## src/hw/rtl/atl_pkg.sv

```systemverilog
// Package for the accelerometer tilt-angle block: widths, defaults and the
// arctangent table. No dependencies.
package atl_pkg;

	localparam int SAMPLE_BITS     = 16;
	localparam int CORDIC_STAGES   = 16;
	localparam int ANGLE_FRAC_BITS = 8;
	localparam int MAX_STAGES      = 24;
	localparam int GUARD_BITS      = 8;
	localparam int ACC_FRAC        = 24;
	localparam int ZW              = 33;
	localparam int PITCH_W         = 18;
	localparam int ROLL_W          = 16;
	localparam int SERVO_W         = 8;
	localparam int OFFSET_W        = 8;
	localparam int OFFSET_RESET    = 90;
	localparam int SERVO_TOP       = 180;

	// atan(2^-i) in degrees, 24 fractional bits
	localparam logic [31:0] ATAN_TAB [0:MAX_STAGES-1] = '{
		32'd754974720, 32'd445687602, 32'd235489088, 32'd119537938,
		32'd60000934,  32'd30029717,  32'd15018523,  32'd7509720,
		32'd3754917,   32'd1877466,   32'd938734,    32'd469367,
		32'd234684,    32'd117342,    32'd58671,     32'd29335,
		32'd14668,     32'd7334,      32'd3667,      32'd1833,
		32'd917,       32'd458,       32'd229,       32'd115
	};

	typedef struct packed {
		logic valid;
		logic zero;
	} atl_tag_t;

endpackage

```

## src/hw/rtl/atl_sqrt.sv

```systemverilog
// Pipelined integer square root of (sq << 2*GUARD_BITS), one result bit per
// stage, with a passenger word carried alongside. Depends on atl_pkg.
module atl_sqrt #(
	parameter int SB = atl_pkg::SAMPLE_BITS,
	parameter int PW = 1
) (
	input  logic                               clk,
	input  logic                               arst_n,
	input  logic                               en,
	input  logic [2*SB-1:0]                    sq,
	input  logic [PW-1:0]                      pass_in,
	output logic [SB+atl_pkg::GUARD_BITS-1:0]  root,
	output logic [PW-1:0]                      pass_out
);
	localparam int NW = 2*SB + 2*atl_pkg::GUARD_BITS;
	localparam int RW = NW/2;

	logic [NW-1:0] n_s    [0:RW];
	logic [NW-1:0] r_s    [0:RW];
	logic [PW-1:0] pass_s [0:RW];

	assign n_s[0]    = {sq, {(2*atl_pkg::GUARD_BITS){1'b0}}};
	assign r_s[0]    = '0;
	assign pass_s[0] = pass_in;

	for (genvar k = 0; k < RW; k++) begin : g_stage
		localparam logic [NW-1:0] B = NW'(1) << (NW-2-2*k);
		logic [NW:0]   trial;
		logic [NW-1:0] n_nx;
		logic [NW-1:0] r_nx;

		always_comb begin
			trial = {1'b0, r_s[k]} + {1'b0, B};
			if ({1'b0, n_s[k]} >= trial) begin
				n_nx = n_s[k] - trial[NW-1:0];
				r_nx = (r_s[k] >> 1) + B;
			end else begin
				n_nx = n_s[k];
				r_nx = r_s[k] >> 1;
			end
		end

		always_ff @(posedge clk or negedge arst_n) begin
			if (!arst_n) begin
				pass_s[k+1] <= '0;
			end else if (en) begin
				pass_s[k+1] <= pass_s[k];
			end
		end

		always_ff @(posedge clk) begin
			if (en) begin
				n_s[k+1] <= n_nx;
				r_s[k+1] <= r_nx;
			end
		end
	end

	assign root     = r_s[RW][RW-1:0];
	assign pass_out = pass_s[RW];
endmodule

```

## config.mk

```make
export PLATFORM = sky130hd
export DESIGN_NAME = atl_sqrt
export DESIGN_NICKNAME = d
export VERILOG_FILES = /design/src/hw/rtl/atl_pkg.sv /design/src/hw/rtl/atl_sqrt.sv
export SDC_FILE = /design/constraint.sdc
export NUM_CORES = 2
export LEC_CHECK = 0
export BUFFER_PORTS_ARGS = -buffer_cell sky130_fd_sc_hd__buf_4
export CAP_MARGIN = 20
export CORE_ASPECT_RATIO = 1.25
export CORE_MARGIN = 2
export CORE_UTILIZATION = 30
export CTS_BUF_LIST = sky130_fd_sc_hd__clkbuf_8
export CTS_CLUSTER_SIZE = 30
export DETAILED_ROUTE_END_ITERATION = 12
export PLACE_DENSITY = 0.47
export SLEW_MARGIN = 20
export SYNTH_ARGS = -nofsm -noshare
export SYNTH_HDL_FRONTEND = slang
export SYNTH_SLANG_ARGS = --single-unit
export TNS_END_PERCENT = 20
```

## constraint.sdc

```tcl
create_clock -name clk -period 4.6 [get_ports clk]
set_clock_uncertainty 0.15 [all_clocks]
set_input_delay 0.23 -clock clk [delete_from_list [all_inputs] [get_ports clk]]
set_output_delay 0.23 -clock clk [all_outputs]
set_load 0.005 [all_outputs]
```

Word-level counts from Yosys, hierarchy flattened
Index checks and enable logic that the tools add are counted.

Register bits: 2256. Input bits: 36. Output and inout port bits: 25. Word-level logic and storage cells: 234.

$add $sub $neg: 69. Order comparisons: 24. Mux-type cells: 47.

Operators by type and width (number): $ge 48x49->1 (23); $mux 48 (23); $mux 47 (23); $sub 48x48->48 (22); $add 48x1->49 const B (1); $add 48x11->49 const B (1); $add 48x13->49 const B (1); $add 48x15->49 const B (1); $add 48x17->49 const B (1); $add 48x19->49 const B (1); $add 48x21->49 const B (1); $add 48x23->49 const B (1); $add 48x25->49 const B (1); $add 48x27->49 const B (1); $add 48x29->49 const B (1); $add 48x3->49 const B (1); $add 48x31->49 const B (1); $add 48x33->49 const B (1); $add 48x35->49 const B (1); $add 48x37->49 const B (1); $add 48x39->49 const B (1); $add 48x41->49 const B (1); $add 48x43->49 const B (1); $add 48x45->49 const B (1); other kinds (29) (29).

Logic depth before layout (Yosys ltp)
Word-level depth: 3. Depth in mapped cells: 14. Gate-level depth less buffers: 12.

Worst setup path before layout
OpenSTA, ideal clock, no wires.

Kind: register to register. From: register n_s[350] (netlist bit). To: register n_s[324] (netlist bit) (data pin). Library setup time: 0.269 ns. Arrival: 3.055 ns. Required time: 4.181 ns. Path slack: 1.126 ns. Cell stages (with the launch flop): 11. Path buffers: 0. Period minus slack after synthesis: 3.474 ns. Cells stage by stage: edfxtp_1 -> ha_1 -> fa_1 -> a211oi_1 -> o21ai_0 -> a2111oi_0 -> nor3_1 -> o41ai_1 -> o21ai_0 -> o31ai_1 -> nand2_1.

Word-level cells in the longest chain between the ends: 2. Elaborated cells between the ends (all ways): 3. Classes of those cells: 1 x add/sub; 1 x order compare; 1 x mux.

Ends and longest elaborated chain: from (decl) (line atl_sqrt.sv:18) `logic [NW-1:0] n_s [0:RW];`; from (signal, indexed assignment) (line atl_sqrt.sv:53) `n_s[k+1] <= n_nx;`; $sub 48x48->48 or $ge 48x49->1 (tied branches) (line atl_sqrt.sv:35, atl_sqrt.sv:34); $mux 48 (*) (line atl_sqrt.sv:34) `if ({1'b0, n_s[k]} >= trial) begin`; via g_stage[17].n_nx[36] (line atl_sqrt.sv:29) `logic [NW-1:0] n_nx;`.

The timed path passes the listed nets; every way through them passes the cells marked *. A chain may end at the register's enable or synchronous reset.

Final worst setup path
Same ends and word-level chain as after synthesis.

==> summary.md <==
| Metric | Value |
|---|---|
| Largest net degree at the start of global routing | 130 |
| Final WL | roughly 120,000 um |
| Sw Ratio | 0.3030 |
| Slew HR | 0.2844 |
| CTS Buffer Depth | 3 |
| Worst Setup SP | n_s[350] |
| Worst min path class | input pin to async pin |
| Unrepaired setup endpoints after global routing | false |
| Peak supply drop | roughly 0.00033 V |
| H-tree Lvls | 4 |
| CP Class | register to register |
| I/O Buffers | 60 |
| Synth Flop Type | edfxtp_1 |
| Routability cong. | about 0.85 |
| Remaining Overflow, GRT | 0 |
| Final core occ | 0.3466 |
| Wire length of the first global-routing pass | between 150,000 and 200,000 um |
| Finished Cell Area | about 0.065 mm2 |
| Dpl ws | around 0.62 ns |
| Detailed placement HPWL | 92,700 um |
| Fmax | between 200 and 300 MHz |
| DRC viols | 0 |
| Sw power | roughly 0.0086 W |
| Worst endpoint required time | about 5 ns |
| Post-synth ARST share | 0.02164 |
| WL/cell | about 16 um |
| Power per standard cell area | roughly 440 mW/mm2 |
| Full die area | approximately 0.19 mm2 |
| Final worst setup slack | roughly 0.60 ns |
| Post-synth EDFFs | between 1,000 and 1,500 |
| Initial DRC count | 1,523 |
| Clock power share | 0.302 |
| Fin crit period | roughly 4.0 ns |
| FF-to-FF path depth | 11 |
| Yosys top cell by area | edfxtp_1 |
| R2R Path End | n_s[324] |
| Worst r2r src | n_s[350] |
| Cts bufs inserted | around 190 |
| Sequential-to-total area share from yosys stat | 0.5890 |
| First-pass iteration count of the detailed router | 7 |
| Die Y-Extent | about 500 um |
| Synthesized area per cell | between 10 and 15 um2 |
| GRT Util Overall | 0.1304 |
| Layout cells sized above 1 | 0.09208 |
| Crit path launch type | register |
| Post-DRT Antenna Nets | 0 |
| Final setup viols | 0 |
| Via count | ~36,000 |
| I/O pins | just over 60 |
| Worst slew pin tran | about 1.1 ns |
| Synth Register Bits | between 1,000 and 1,500 |
| Max Cap Violations | 0 |
| Crit end category | register |
| Largest fanout on the critical path | 4 |
| Seq pwr share | 0.492 |
| Clock sink count | ~1,100 |
| Post_cts resized | 0 |
| Slew Viols, Final | 0 |
| Syn nets | roughly 5,000 |
| Cells after Synth | about 4,700 |
| TNS Setup | 0 ns |
| Hold Violations, Final | 0 |
| Clock Pin Slew Worst Setup and Hold Paths | 0.06 ns |
| Reg2Reg Setup Slack | around 0.6 ns |
| Final net count | between 5,000 and 6,000 |
| Outcome | finished, final reports clean |
| Antenna violations before repair | 1 |
| CTS tree | built |
| Crit path arrival time | between 4 and 5 ns |
| Clk_lat worst skew | 0.96 ns |
| Synth top area share | 0.5783 |
| Core ar. | between 0.15 and 0.2 mm2 |
| Pleak | 24.55 nW |
| Pint | between 0.015 and 0.02 W |
| Ranking of synthesized cells by area | edfxtp_1 58%, ha_1 6.8%, xor2_1 3.7%, xnor2_1 2.9%, inv_1 2.6% |
| Row cnt | about 180 |
| Post-synthesis cell area | between 0.05 and 0.06 mm2 |
| Synth cell count leaders | 1,085 x edfxtp_1, 393 x inv_1, 314 x nand2_1 |
| Vias per cell | 4.753 |
| Fillers | ~18,000 |
| Tcrit/Tclk final | 0.8693 |
| Vias in the first global route | about 38,000 |
| Root Buffer | clkbuf_8 |
| Yosys warning total | 0 |
| Cell Area, Placed | 0.06018 mm2 |
| Syn-to-layout area delta | 14.57% |
| Yosys cell types | 93 |
| Die width | around 390 um |
| Starting Density | 0.3025 |
| Most common cell in the synthesized netlist | edfxtp_1 |
| Comb power frac | 0.206 |
-- state kept, by name, summed over array words and instances, names as in the netlist --
name	cells
r_s	276
pass_s	23
n_s	785
root	24
pass_out	1
-- repair_timing --
item	4_1_cts	5_1_grt
endpoints found under the hold margin	397	0
hold buffers	72	0
buffers inserted	0	0
-- cell type report --
cell class,count,area [um2],share of cell area
Sequential cell,1109,33180,0.5141
Clock inverter,151,1074,0.01663
Timing Repair Buffer,192,1727,0.02675
Antenna cell,2,5.005,0.00007754
Tap cell,2506,3136,0.04858
Multi-Input combinational cell,3101,21370,0.3311
Clock buffer,186,2560,0.03966
Inverter,398,1494,0.02315
-- cells in the final DEF (no fill, tap or decap), drive strengths merged, types with 120 or more instances in the layout --
cell	instances
clkbuf	186
o21ai	263
inv	460
ha	307
nand2	314
nor2	284
xor2	237
a21oi	289
xnor2	189
nor3	156
nor4	120
edfxtp	1085
buf	121
-- critical path, stage by stage (launching register included) --
cell       delay, ns
edfxtp_1        0.45
ha_1            0.28
fa_1            0.43
a211oi_1        0.34
o21ai_0         0.31
a2111oi_0       0.54
buf_4           0.20
nor3_1          0.09
o41ai_1         0.34
o21ai_0         0.22
o31ai_1         0.28
nand2_1         0.08
-- power groups by stage --
| stage | clock network [W] | registers (W) | logic [W] |
|---|---|---|---|
| global route | 0.00936 | 0.0141 | 0.00656 |
| finish | 0.00855 | 0.0139 | 0.00583 |
| detailed placement | 0 | 0.0141 | 0.00577 |
| CTS | 0.00897 | 0.0139 | 0.00586 |
| global placement | 0 | 0.0141 | 0.00571 |
| floorplan | 0 | 0.0137 | 0.00431 |
-- routing by layer --
metal  wire length, um  share of wire  vias to the layer above  track usage
li1                  -              -                    18030            -
met1             45550           0.37                    17370       0.1260
met2             68770           0.55                      603       0.2561
met3              3775          0.030                      337      0.02335
met4              6617          0.053                        0      0.07218
met5                 0              0                        -            0
-- logic make-up (layout without fill, tap and decap cells) --
family	count (synthesis)	in the layout	share of synthesized area
other cells	0	2	0
xor+xnor	426	426	0.06623
simple gates	1313	1313	0.1182
compound gates	975	975	0.1088
buf+inv	484	927	0.03274
fa+ha+maj	314	314	0.07067
mux	73	73	0.01435
flops	1109	1109	0.5890
-- how the worst max path moves through the flow --
stage | depth (start not counted) | slack (ns) | end
global placement | 11 | 0.56 | n_s[324]
finish | 11 | 0.60 | n_s[324]
CTS | 11 | 0.59 | n_s[324]
floorplan | 10 | 1.13 | n_s[324]
detailed placement | 11 | 0.62 | n_s[324]
global route | 11 | 0.25 | n_s[324]
-- through the flow --
| stage | instances | total power (W) | hold WS, ns |
|---|---|---|---|
| floorplan | 4694 | 0.01800 | -0.2156 |
| global route | 7645 | 0.03001 | 0.1601 |
| global placement | 7234 | 0.01985 | -0.003163 |
| CTS | 7643 | 0.02877 | 0.08702 |
| detailed placement | 7234 | 0.01991 | 0.001885 |
| finish | 7645 | 0.02831 | 0.2323 |
(Power assumes the default switching activity.)
